`src/coc_pkg.sv`:
```
`timescale 1ns / 1ps
// coc_pkg: shared types and default constants for the color occurrence counter.
// No dependencies; used by coc_cell and color_occurrence_counter.

package coc_pkg;

    localparam int COLOR_BITS         = 32;
    localparam int DEF_TABLE_DEPTH    = 64;
    localparam int DEF_COUNT_BITS     = 16;

    // Control flags that ride along with each word through the cell row.
    typedef struct packed {
        logic valid;   // slot carries a word
        logic done;    // a cell already claimed the word (hit or insert)
        logic hit;     // claimed by a matching entry
    } t_tok_ctrl;

endpackage

```
`src/coc_cell.sv`:
```
`timescale 1ns / 1ps
// coc_cell: one table slot (color, count, occupied flag) plus one stage of the word pipe.
// Depends on coc_pkg (t_tok_ctrl).

module coc_cell #(
    parameter int CELL_IDX   = 0,
    parameter int SLOT_BITS  = 6,
    parameter int COUNT_BITS = coc_pkg::DEF_COUNT_BITS
) (
    input  logic                         i_clk,
    input  logic                         i_rst_n,
    input  coc_pkg::t_tok_ctrl           i_ctrl,
    input  logic [coc_pkg::COLOR_BITS-1:0] i_color,
    input  logic [SLOT_BITS-1:0]         i_slot,
    input  logic [COUNT_BITS-1:0]        i_count,
    output coc_pkg::t_tok_ctrl           o_ctrl,
    output logic [coc_pkg::COLOR_BITS-1:0] o_color,
    output logic [SLOT_BITS-1:0]         o_slot,
    output logic [COUNT_BITS-1:0]        o_count,
    output logic                         o_used
);

    // Slot state
    logic                           r_used;
    logic [coc_pkg::COLOR_BITS-1:0] r_entry_color;
    logic [COUNT_BITS-1:0]          r_entry_count;

    // Pipe stage
    coc_pkg::t_tok_ctrl             r_ctrl,  n_ctrl;
    logic [coc_pkg::COLOR_BITS-1:0] r_color;
    logic [SLOT_BITS-1:0]           r_slot,  n_slot;
    logic [COUNT_BITS-1:0]          r_count, n_count;

    logic                           open_word;
    logic                           match;
    logic                           fill;
    logic [COUNT_BITS-1:0]          inc_count;

    assign open_word = i_ctrl.valid && !i_ctrl.done;
    assign match     = open_word && r_used && (r_entry_color == i_color);
    assign fill      = open_word && !r_used;
    // saturating increment
    assign inc_count = (&r_entry_count) ? r_entry_count : r_entry_count + COUNT_BITS'(1);

    always_comb begin
        n_ctrl  = i_ctrl;
        n_slot  = i_slot;
        n_count = i_count;
        if (match) begin
            n_ctrl.done = 1'b1;
            n_ctrl.hit  = 1'b1;
            n_slot      = SLOT_BITS'(CELL_IDX);
            n_count     = inc_count;
        end else if (fill) begin
            n_ctrl.done = 1'b1;
            n_ctrl.hit  = 1'b0;
            n_slot      = SLOT_BITS'(CELL_IDX);
            n_count     = COUNT_BITS'(1);
        end
    end

    always_ff @(posedge i_clk) begin
        if (!i_rst_n) begin
            r_used <= 1'b0;
            r_ctrl <= '0;
        end else begin
            r_ctrl <= n_ctrl;
            if (fill) begin
                r_used <= 1'b1;
            end
        end
    end

    always_ff @(posedge i_clk) begin
        r_color <= i_color;
        r_slot  <= n_slot;
        r_count <= n_count;
        if (fill) begin
            r_entry_color <= i_color;
        end
        if (match || fill) begin
            r_entry_count <= n_count;
        end
    end

    assign o_ctrl  = r_ctrl;
    assign o_color = r_color;
    assign o_slot  = r_slot;
    assign o_count = r_count;
    assign o_used  = r_used;

endmodule

```
`config.mk`:
```
export PLATFORM = sky130hd
export DESIGN_NAME = coc_cell
export DESIGN_NICKNAME = d
export VERILOG_FILES = /design/src/coc_pkg.sv /design/src/coc_cell.sv
export SDC_FILE = /design/constraint.sdc
export NUM_CORES = 1
export LEC_CHECK = 0
export BUFFER_PORTS_ARGS = -buffer_cell sky130_fd_sc_hd__buf_2
export CAP_MARGIN = 10
export CORE_ASPECT_RATIO = 1.2
export CORE_MARGIN = 2
export CORE_UTILIZATION = 50
export CTS_CLUSTER_DIAMETER = 100
export DETAILED_ROUTE_END_ITERATION = 8
export GPL_ROUTABILITY_DRIVEN = 0
export PLACE_DENSITY = 0.78
export SYNTH_ARGS = -nofsm -noshare
export SYNTH_HDL_FRONTEND = slang
export SYNTH_SLANG_ARGS = --single-unit
```
`constraint.sdc`:
```
create_clock -name i_clk -period 3.2 [get_ports i_clk]
set_clock_uncertainty 0.2 [all_clocks]
set_input_delay 0.32 -clock i_clk [delete_from_list [all_inputs] [get_ports i_clk]]
set_output_delay 0.32 -clock i_clk [all_outputs]
set_load 0.005 [all_outputs]
```
# After elaboration in Yosys (flattened, before gate mapping)
# Index checks and enable logic that the tools add are counted.
[totals]
regBits = 106
latch_bits = 0
mem_bits_rw = 0
rom_bits = 0
in_bits = 59
out_inout_bits = 58
wordCells = 25
mem_count = 0
[classes]
n_addsub = 1
multipliers = 0
div = 0
order_cmp = 0
eq_ne = 1
shift = 0
mux = 5
n_bitwise = 0
reduce_logical = 9
[ops]
columns = ["cell", "count"]
rows = [
  ["$mux W16", 3],
  ["$eq A32 B32 Y1", 1],
  ["$add A16 B1 Y16 const B", 1],
  ["$reduce_and A16 Y1", 1],
  ["$logic_and A1 B1 Y1", 4],
  ["$mux W2", 2],
  ["$logic_not A1 Y1", 2],
  ["$reduce_or A2 Y1", 1],
  ["$logic_or A1 B1 Y1", 1],
]

# Depth between registers and ports, before layout
# Gate-level depths: netlist of the first run.
[depth]
depth_word = 5
mapped_depth = 7
depth_no_buf = 6

# Least setup slack after synthesis of the first run
# Ideal clock, no wire load.
[synth_timing]
path_kind = "input -> register"
startpoint = "input port i_ctrl[2] (netlist name)"
endpoint = "register r_entry_count[0] (enable)"
setup_time_ns = 0.294
t_arrival_ns = 2.252
required_time_ns = 2.706
path_slack_ns = 0.454
path_stages = 5
n_path_buf = 1
cell_sequence = "nor2b_1 nand2b_1 clkbuf_1 clkinv_1 or2_2"
[synth_between]
word_cells_on_any_way = 5
cone_classes = "5 x reduce/logical"
[synth_rtl]
columns = ["item", "line", "rtl"]
rows = [
  ["from (decl)", "coc_cell.sv:12", "input coc_pkg::t_tok_ctrl i_ctrl,"],
  ["$logic_and A1 B1 Y1", "coc_cell.sv:39", "assign open_word = i_ctrl.valid && !i_ctrl.done;"],
  ["$logic_and A1 B1 Y1", "coc_cell.sv:41", "assign fill = open_word && !r_used;"],
  ["net fill", "coc_cell.sv:36", "logic fill;"],
  ["$logic_or A1 B1 Y1", "coc_cell.sv:81", "if (match || fill) begin"],
  ["to (signal assigned)", "coc_cell.sv:82", "r_entry_count <= n_count;"],
  ["to (decl)", "coc_cell.sv:26", "logic [COUNT_BITS-1:0] r_entry_count;"],
]
# The timed path passes the listed nets, and every way through them passes these cells.
# A chain may end at the register's enable or synchronous reset.

# Worst setup path after layout of the first run
[layout_timing]
startpoint = "input port i_ctrl[2] (netlist name)"
endpoint = "register r_entry_count[4] (enable)"
# Same word-level chain as after synthesis.

==> results of run 1 <==
flip-flops by register name, summed over array words and instances, names as in the netlist:
signal         cells
o_ctrl             3
o_slot             6
r_entry_count     16
o_count           16
o_color           32
o_used             1
r_entry_color     32
critical path: stages:
cell           delay (ns)
dlygate4sd3_1        0.53
buf_2                0.12
nor2b_1              0.15
nand2b_1             0.47
clkinv_1             0.40
or2_2                0.56
placed cells by master, fill, tap and decap left out, types with 5 or more instances in the layout:
cell type	Yosys	routed
nand3_1	6	6
nor3b_1	7	7
nand4_1	5	5
nor2_1	6	6
xnor2_1	8	8
edfxtp_1	48	48
nor4_1	11	11
mux2i_1	17	17
nand2_1	17	17
xor2_1	35	35
buf_2	0	116
dlygate4sd3_1	0	40
clkbuf_8	0	10
dfxtp_1	58	58
cell families after synthesis:
group | count (synthesis) | synth area share
fa+ha+maj | 1 | 0.003414
mux | 17 | 0.04643
compound gates | 7 | 0.01195
xor+xnor | 43 | 0.1028
flops | 106 | 0.7101
buf+inv | 7 | 0.01229
simple gates | 69 | 0.1130
metal layers:
layer  GRT usage  wire length, microns  up-vias
li1            -                     -     1216
met2      0.3471                  3936       90
met1      0.2140                  3072     1155
met4     0.05897                    76        0
met5           0                     0        -
met3     0.05360                   472        6
power groups by stage:
stage	Combinational, mW	Sequential [mW]	Clock (mW)
after detailed placement	0.192	1.55	0
after global placement	0.187	1.55	0
after global routing	0.256	1.53	0.859
after floorplan	0.0736	1.55	0
final	0.230	1.52	0.788
after CTS	0.229	1.52	0.811
through the flow:
stage                     worst slack, ns  power, mW  utilization
after floorplan                    0.4545      1.628            -
after global placement             0.6401      1.736       0.6030
after detailed placement           0.5858      1.742       0.6030
after CTS                          0.4176      2.561       0.6845
after global routing               0.2199      2.644       0.6859
final                              0.5009      2.539       0.6859
Yosys cell counts (all sizes together):
| cell type | instances | area [sq um] |
|---|---|---|
| nand3 | 6 | 30.03 |
| nand4 | 6 | 43.79 |
| clkinv | 1 | 3.750 |
| nor3b | 7 | 52.55 |
| or2 | 1 | 6.260 |
| dfxtp | 58 | 1161 |
| nor4 | 12 | 90.09 |
| xnor2 | 8 | 70.07 |
| ha | 1 | 12.51 |
| nand3b | 3 | 22.52 |
| nor2b | 1 | 6.260 |
| nand4b | 1 | 8.760 |
| o31a | 1 | 8.760 |
| nand2 | 17 | 63.81 |
| xor2 | 35 | 306.5 |
| buf | 3 | 30.03 |
| and2 | 2 | 12.51 |
| nor3 | 4 | 31.28 |
| edfxtp | 48 | 1441 |
| nor2 | 6 | 22.52 |
| nand2b | 1 | 6.260 |
| clkbuf | 2 | 7.510 |
| mux2i | 17 | 170.2 |
| o21a | 2 | 15.01 |
| inv | 1 | 3.750 |
| o21ai | 4 | 20.02 |
| nor4b | 2 | 17.52 |
timing repair:
| item | 4_1_cts | 5_1_grt |
|---|---|---|
| endpoints found under the setup margin | 0 | 0 |
| hold endpoints to repair | 71 | 1 |
| hold buffers | 39 | 1 |
final cells by class:
cell class,instances,share of cell area
clock buffers,10,0.02791
flip-flops and latches,106,0.5278
repair buffers,158,0.2020
clock inverters,6,0.01167
inverters,2,0.001522
well taps,90,0.02284
multi-input cells,137,0.2063
final timing paths:
| kind | startpoint | to | slack, ns | cells after the start |
|---|---|---|---|---|
| max | i_ctrl[2] | r_entry_count[4]$_DFFE_PP_ | 0.50 | 6 |
| min | i_slot[0] | o_slot[0]$_SDFF_PP0_ | 0.02 | 2 |
| max reg2reg | r_entry_count[0]$_DFFE_PP_ | r_entry_count[10]$_DFFE_PP_ | 0.63 | 6 |
| min reg2reg | o_used$_SDFFE_PN0P_ | o_used$_SDFFE_PN0P_ | 0.32 | 1 |
==> results.py, run 1 <==
metrics = {
    "hold_path": {
        "hold_class": "primary input to flip-flop",
    },
    "global_route": {
        "antenna_found_initial": 0,
        "grt_pass1_vias": 2534,
        "grt_overflow": 0,
        "grt_max_degree": 35,
        "grt_pass1_wl_mm": 11.59,
        "grtUsageTotal": 0.1922,
    },
    "finish": {
        "drive_above_1_share": 0.3294,
        "fillerInstances": 515,
        "diodes": 0,
        "final_cell_area_sq_um": 4931,
        "synthToLayoutAreaGrowth_pct": 34.55,
        "multiInputGateArea_sq_um": 1017,
        "regArea_sq_um": 2603,
        "stdcell_count": 509,
        "nets": 474,
    },
    "place": {
        "dp.cells": 453,
        "io_buffers": 116,
        "placed_area_sq_um": 4335,
        "dp_hpwl_mm": 4.818,
    },
    "power": {
        "p_leak_nw": 2.048,
        "clock_power_share": 0.311,
        "seqPwrFrac": 0.599,
        "combPwrFrac": 0.091,
        "p_sw_mw": 0.6010,
        "p_int_mw": 1.938,
        "p_sw_frac": 0.2367,
        "vdd_drop_max_mv": 0.2734,
        "power_density_nw_per_um2": 514.9,
    },
    "timing": {
        "worst_pin_slew_ns": 0.7074,
        "finalHoldViolations": 0,
        "slew_violations": 0,
        "hold_ws_ns": 0.01566,
        "rsz0062_at_grt": "no",
        "timing.final.crit_share": 0.8435,
        "setup_tns_ns": 0,
        "period_minus_slack_ns": 2.699,
        "max-slew-margin-rel": 0.5249,
        "setup_viol": 0,
        "fmax_mhz": 370.5,
    },
    "yosys": {
        "netlist_instances": 250,
        "synth_seq_cells": 106,
        "yosysWarnings": 0,
        "ys_seq_area_frac": 0.7101,
        "avgSynthCellArea_sq_um": 14.66,
        "yosysUniqueCellTypes": 31,
        "synth_area_sq_um": 3665,
        "syn-num-nets": 310,
    },
    "cts": {
        "cts_resized": 0,
        "clk_latency_ns": 0.36,
        "clk_pin_slew_ns": 0.10,
        "cts_max_level": 3,
        "cts_buffers": 9,
        "postCtsSetupRepairBufs": 0,
        "clock-sinks": 106,
        "clockBufferDepth": 2,
        "root_buffer": "clkbuf_8",
        "cts_tree": "built",
    },
    "worst_setup_path": {
        "cp_data_required_time_ns": 3.06,
        "cp_max_fo": 17,
        "arrival_ns": 2.56,
        "start_kind": "primary input",
        "cp-end-kind": "flip-flop",
        "crit_type": "primary input to flip-flop",
    },
    "route": {
        "vias": 2467,
        "routed_wl_mm": 7.558,
        "drtIter0Drc": 83,
        "via_per_inst": 4.847,
        "drtAntennaViolNets": 0,
        "drc_errors": 0,
        "dr.pass1.iters": 4,
        "wl_per_cell_microns": 14.85,
    },
    "die": {
        "ioPinCount": 117,
        "rows": 34,
        "start_util": 0.5097,
        "fp.dieW_microns": 82.16,
        "die_area_sq_um": 8034,
        "die_h_microns": 97.79,
        "core_area_sq_um": 7189,
    },
    "run": {
        "cap_viol_max_count": 0,
    },
    "outcome": {
        "status": "completed",
    },
}
(Power assumes the default switching activity.)
==> inputs of run 2 (changes only) <==
==> constraint.sdc (replaced) <==
create_clock -name i_clk -period 2.63 [get_ports i_clk]
set_clock_uncertainty 0.2 [all_clocks]
set_input_delay 0.263 -clock i_clk [delete_from_list [all_inputs] [get_ports i_clk]]
set_output_delay 0.263 -clock i_clk [all_outputs]
set_load 0.005 [all_outputs]
==> run 2 against run 1 <==
Against the previous run: global-route usage increased by 0.71 points; via count grew 3.7%; critical path depth grew 1; sequential cell count unchanged; setup slack worse by 0.30 ns; die area did not move.
==> results.py, run 2 (synthesis results as in run 1) <==
metrics = {
    "timing": {
        "rsz0062_at_grt": "no",
        "timing.final.crit_share": 0.9240,
        "max-slew-margin-rel": 0.7101,
        "slew_violations": 0,
        "setup_viol": 0,
        "finalHoldViolations": 0,
        "worst_pin_slew_ns": 0.4349,
        "hold_ws_ns": 0.03541,
        "period_minus_slack_ns": 2.430,
        "fmax_mhz": 411.5,
        "setup_tns_ns": 0,
    },
    "outcome": {
        "status": "completed",
    },
    "die": {
        "die_h_microns": 97.79,
        "start_util": 0.5097,
        "rows": 34,
        "fp.dieW_microns": 82.16,
        "die_area_sq_um": 8034,
        "ioPinCount": 117,
        "core_area_sq_um": 7189,
    },
    "hold_path": {
        "min_from": "i_count[0]",
        "hold_class": "primary input to flip-flop",
        "min_path_cells": 3,
    },
    "cts": {
        "root_buffer": "clkbuf_8",
        "clk_pin_slew_ns": 0.10,
        "clk_latency_ns": 0.37,
        "clockBufferDepth": 2,
        "cts_tree": "built",
        "cts_buffers": 9,
        "clock-sinks": 106,
        "cts_max_level": 3,
        "postCtsSetupRepairBufs": 0,
    },
    "finish": {
        "drive_above_1_share": 0.3205,
        "stdcell_count": 530,
        "nets": 495,
        "synthToLayoutAreaGrowth_pct": 39.91,
        "final_common_cell": "buf_2",
        "most-common-layout-cells": "buf_2 (116), dlygate4sd3_1 (58), dfxtp_1 (58)",
        "diodes": 0,
    },
    "route": {
        "drt-met1-wl_mm": 3.333,
        "drtIter0Drc": 107,
        "drc_errors": 0,
        "top_layer": "met4",
        "routed_wl_mm": 7.846,
        "vias": 2559,
        "wl_met2_mm": 4.003,
        "met3_length_microns": 388,
        "dr.pass1.iters": 4,
        "drtAntennaViolNets": 0,
        "wl_per_cell_microns": 14.80,
        "via_per_inst": 4.828,
    },
    "global_route": {
        "grt_pass1_wl_mm": 11.79,
        "grtUsageTotal": 0.1993,
        "grt_pass1_vias": 2502,
        "grt_max_degree": 36,
        "antenna_found_initial": 0,
        "grt_overflow": 0,
    },
    "worst_setup_path": {
        "r2r_setup_slack_ns": 0.34,
        "cp-endpoint": "r_entry_count[14]$_DFFE_PP_",
        "rr_worst_depth": 7,
        "cp_max_fo": 16,
        "start_kind": "primary input",
        "cp_data_required_time_ns": 2.46,
        "cp-end-kind": "flip-flop",
        "crit_type": "primary input to flip-flop",
        "critPathLaunch": "i_color[21]",
        "arrival_ns": 2.26,
        "r2r-start": "r_entry_count[0]$_DFFE_PP_",
        "rr_endpoint": "r_entry_count[5]$_DFFE_PP_",
    },
    "place": {
        "io_buffers": 116,
        "dp_hpwl_mm": 4.833,
        "dp.cells": 456,
    },
    "power": {
        "p_sw_mw": 0.7462,
        "power_density_nw_per_um2": 603.4,
        "seqPwrFrac": 0.598,
        "combPwrFrac": 0.098,
        "p_int_mw": 2.348,
        "vdd_drop_max_mv": 0.3543,
        "power_mw": 3.094,
        "p_leak_nw": 2.134,
        "p_sw_frac": 0.2412,
        "clock_power_share": 0.303,
    },
    "run": {
        "cap_viol_max_count": 0,
    },
}
==> run 2: cell count changes in the layout (fill, tap and decap cells not counted) <==
cell / change
inv_6: +1
clkinv_4: -2
clkinvlp_4: +1
buf_6: +1
dlygate4sd3_1: +18
clkinv_2: +1
clkbuf_8: -1
buf_4: +2
==> run 2: power groups by stage <==
stage / Clock [mW] / Combinational (mW) / Sequential (mW)
CTS: 0.960 / 0.304 / 1.85
floorplan: 0 / 0.0897 / 1.89
finish: 0.939 / 0.304 / 1.85
detailed placement: 0 / 0.237 / 1.89
global route: 1.04 / 0.334 / 1.86
global placement: 0 / 0.229 / 1.88
==> run 2: how the worst min path moves through the flow <==
stage                               end  slack [ns]
CTS                  o_count[0]$_DFF_P_       0.007
finish               o_count[0]$_DFF_P_        0.04
global route         o_count[0]$_DFF_P_        0.02
floorplan            o_color[0]$_DFF_P_        0.09
global placement    o_color[13]$_DFF_P_        0.20
detailed placement  o_color[17]$_DFF_P_        0.21
==> run 2: worst max-delay path: stages <==
cell and delay [ns]:
dlygate4sd3_1 0.53, buf_2 0.14, xor2_1 0.16, nor4_1 0.29, nand3_1 0.24, nor3_4 0.23
or2_2 0.40
==> run 2: per-stage QoR <==
step	util	worst slack, ns	cell area (sq um)
after floorplan	-	0.4321	3666
after global routing	0.7132	0.03405	5127
after detailed placement	0.6063	0.2792	4359
after global placement	0.6063	0.3643	4359
after CTS	0.7127	0.1426	5124
final	0.7132	0.2000	5127
==> run 2: what timing repair did <==
item,4_1_cts,5_1_grt
endpoints found under the setup margin,0,6
hold buffers,58,0
endpoints found under the hold margin,89,0
resized for setup,0,1
==> run 2: area by class of cell <==
cell class	count	area, sq um
well taps	90	112.6
inverters	2	8.758
clock inverters	7	60.06
fillers	494	2062
multi-input cells	137	1017
flip-flops and latches	106	2603
clock buffers	9	123.9
repair buffers	179	1202
==> run 2: routing by layer <==
| metal | up-vias | track usage |
|---|---|---|
| li1 | 1261 | - |
| met1 | 1199 | 0.2303 |
| met2 | 87 | 0.3477 |
| met3 | 12 | 0.04991 |
| met4 | 0 | 0.07692 |
| met5 | - | 0 |
==> inputs of run 3 (changes only) <==
--- a/config.mk
+++ b/config.mk
@@ -7,13 +7,15 @@
 export LEC_CHECK = 0
 export BUFFER_PORTS_ARGS = -buffer_cell sky130_fd_sc_hd__buf_2
 export CAP_MARGIN = 10
+export CELL_PAD_IN_SITES_DETAIL_PLACEMENT = 1
+export CELL_PAD_IN_SITES_GLOBAL_PLACEMENT = 2
 export CORE_ASPECT_RATIO = 1.2
 export CORE_MARGIN = 2
-export CORE_UTILIZATION = 50
+export CORE_UTILIZATION = 33
 export CTS_CLUSTER_DIAMETER = 100
 export DETAILED_ROUTE_END_ITERATION = 8
 export GPL_ROUTABILITY_DRIVEN = 0
-export PLACE_DENSITY = 0.78
+export PLACE_DENSITY = 0.77
 export SYNTH_ARGS = -nofsm -noshare
 export SYNTH_HDL_FRONTEND = slang
 export SYNTH_SLANG_ARGS = --single-unit
==> run 3 against run 2 <==
Against the previous run: global-route usage is 4.6 points lower; combinational power is 2% higher; count of clock-buffer cells in the layout is 2 higher; critical path depth is 2 higher; hold slack worse by 0.028 ns; critical path type unchanged; sequential power hardly changed; clock power is 30% higher; wire length is 16% higher; largest power group unchanged; power is 9.2% higher.
==> results.py, run 3 (synthesis results as in run 1) <==
metrics = {
    "finish": {
        "fin_util": 0.4825,
        "nets": 494,
        "drive_above_1_share": 0.3462,
        "most-common-layout-cells": "buf_2 (116), dfxtp_1 (58), dlygate4sd3_1 (50)",
        "stdcell_count": 571,
        "final_cell_area_sq_um": 5274,
        "diodes": 0,
        "fillerInstances": 1147,
        "final_common_cell": "buf_2",
        "synthToLayoutAreaGrowth_pct": 43.91,
    },
    "route": {
        "vias": 2600,
        "routed_wl_mm": 9.081,
        "drc_errors": 0,
        "wl_per_cell_microns": 15.90,
        "dr.pass1.iters": 4,
        "drtAntennaViolNets": 0,
        "drtIter0Drc": 52,
        "via_per_inst": 4.553,
    },
    "timing": {
        "timing.final.crit_share": 0.9470,
        "rsz0062_at_grt": "no",
        "fmax_mhz": 401.5,
        "worst_pin_slew_ns": 0.4110,
        "setup_viol": 0,
        "setup_tns_ns": 0,
        "hold_ws_ns": 0.007341,
        "max-slew-margin-rel": 0.7260,
        "finalHoldViolations": 0,
        "period_minus_slack_ns": 2.491,
        "slew_violations": 0,
    },
    "die": {
        "rows": 42,
        "core_area_sq_um": 10930,
        "fp.dieW_microns": 100.2,
        "die_h_microns": 119.4,
        "die_area_sq_um": 11970,
        "ioPinCount": 117,
        "start_util": 0.3353,
    },
    "power": {
        "power_density_nw_per_um2": 640.8,
        "p_leak_nw": 2.193,
        "vdd_drop_max_mv": 0.2386,
    },
    "cts": {
        "clk_latency_ns": 0.34,
        "cts_tree": "built",
        "cts_buffers": 9,
        "cts_max_level": 3,
        "clock-sinks": 106,
        "clockBufferDepth": 2,
        "root_buffer": "clkbuf_16",
        "clk_pin_slew_ns": 0.07,
    },
    "global_route": {
        "grtUsageTotal": 0.1528,
        "grt_pass1_vias": 2726,
        "grt_max_degree": 34,
        "antenna_found_initial": 0,
        "grt_pass1_wl_mm": 13.86,
        "grt_overflow": 0,
    },
    "place": {
        "io_buffers": 116,
        "dp.cells": 502,
        "placed_area_sq_um": 4454,
        "dp_hpwl_mm": 5.737,
    },
    "worst_setup_path": {
        "arrival_ns": 2.45,
        "rr_worst_depth": 7,
        "crit_type": "primary input to flip-flop",
        "start_kind": "primary input",
        "cp_data_required_time_ns": 2.59,
        "cp-end-kind": "flip-flop",
        "cp_max_fo": 6,
    },
    "hold_path": {
        "hold_class": "primary input to flip-flop",
        "min_path_cells": 3,
    },
    "outcome": {
        "status": "completed",
    },
    "run": {
        "cap_viol_max_count": 0,
    },
}
## run 3: layout make-up
| cell class | instances | area [sq um] | share of cell area |
|---|---|---|---|
| Clock buffer | 11 | 232.7 | 0.04413 |
| Tap cell | 132 | 165.2 | 0.03132 |
| Clock inverter | 5 | 32.53 | 0.006168 |
| Timing Repair Buffer | 178 | 1191 | 0.2259 |
| Inverter | 2 | 8.758 | 0.001661 |
| Multi-Input combinational cell | 137 | 1041 | 0.1974 |
| Sequential cell | 106 | 2603 | 0.4935 |
## run 3: per-stage QoR
stage	total power, mW	setup slack, ns
4_1_cts	3.411	0.01313
3_5_place_dp	2.132	0.1830
2_1_floorplan	1.981	0.4321
6_report	3.380	0.1394
5_1_grt	3.517	0.01251
3_3_place_gp	2.125	0.2868
## run 3: path summary, 6_finish.rpt
| kind | from | endpoint | slack [ns] |
|---|---|---|---|
| worst min-delay path | i_count[3] | o_count[3]$_DFF_P_ | 0.007 |
| worst max-delay path | i_color[10] | r_entry_count[7]$_DFFE_PP_ | 0.14 |
| worst max register to register | r_entry_count[0]$_DFFE_PP_ | r_entry_count[7]$_DFFE_PP_ | 0.27 |
| worst min register to register | o_used$_SDFFE_PN0P_ | o_used$_SDFFE_PN0P_ | 0.32 |
## run 3: power breakdown
group | leakage (nW) | switching [mW] | internal [mW]
Combinational | 1.12 | 0.143 | 0.167
Sequential | 0.937 | 0.0360 | 1.82
Clock | 0.133 | 0.576 | 0.641
Total | 2.19 | 0.754 | 2.63
## run 3: repair_timing
item,CTS,global route
setup buffers,0,2
endpoints found under the hold margin,82,0
hold buffers,50,0
resized for setup,0,8
setup endpoints to repair,0,12
## run 3: metal layers
| layer | vias to the layer above | wire, microns | track usage |
|---|---|---|---|
| met3 | 5 | 478 | 0.03991 |
| met4 | 0 | 88 | 0.04366 |
| li1 | 1252 | - | - |
| met5 | - | 0 | 0 |
| met1 | 1252 | 3832 | 0.1745 |
| met2 | 91 | 4682 | 0.2773 |
## run 3: critical path, cell delays in order
cell and delay (ns):
dlygate4sd3_1 0.54, buf_2 0.15, xor2_1 0.16, nor4_1 0.31
nand4_1 0.22, nor3_4 0.21, buf_4 0.17, buf_6 0.15
mux2i_2 0.27
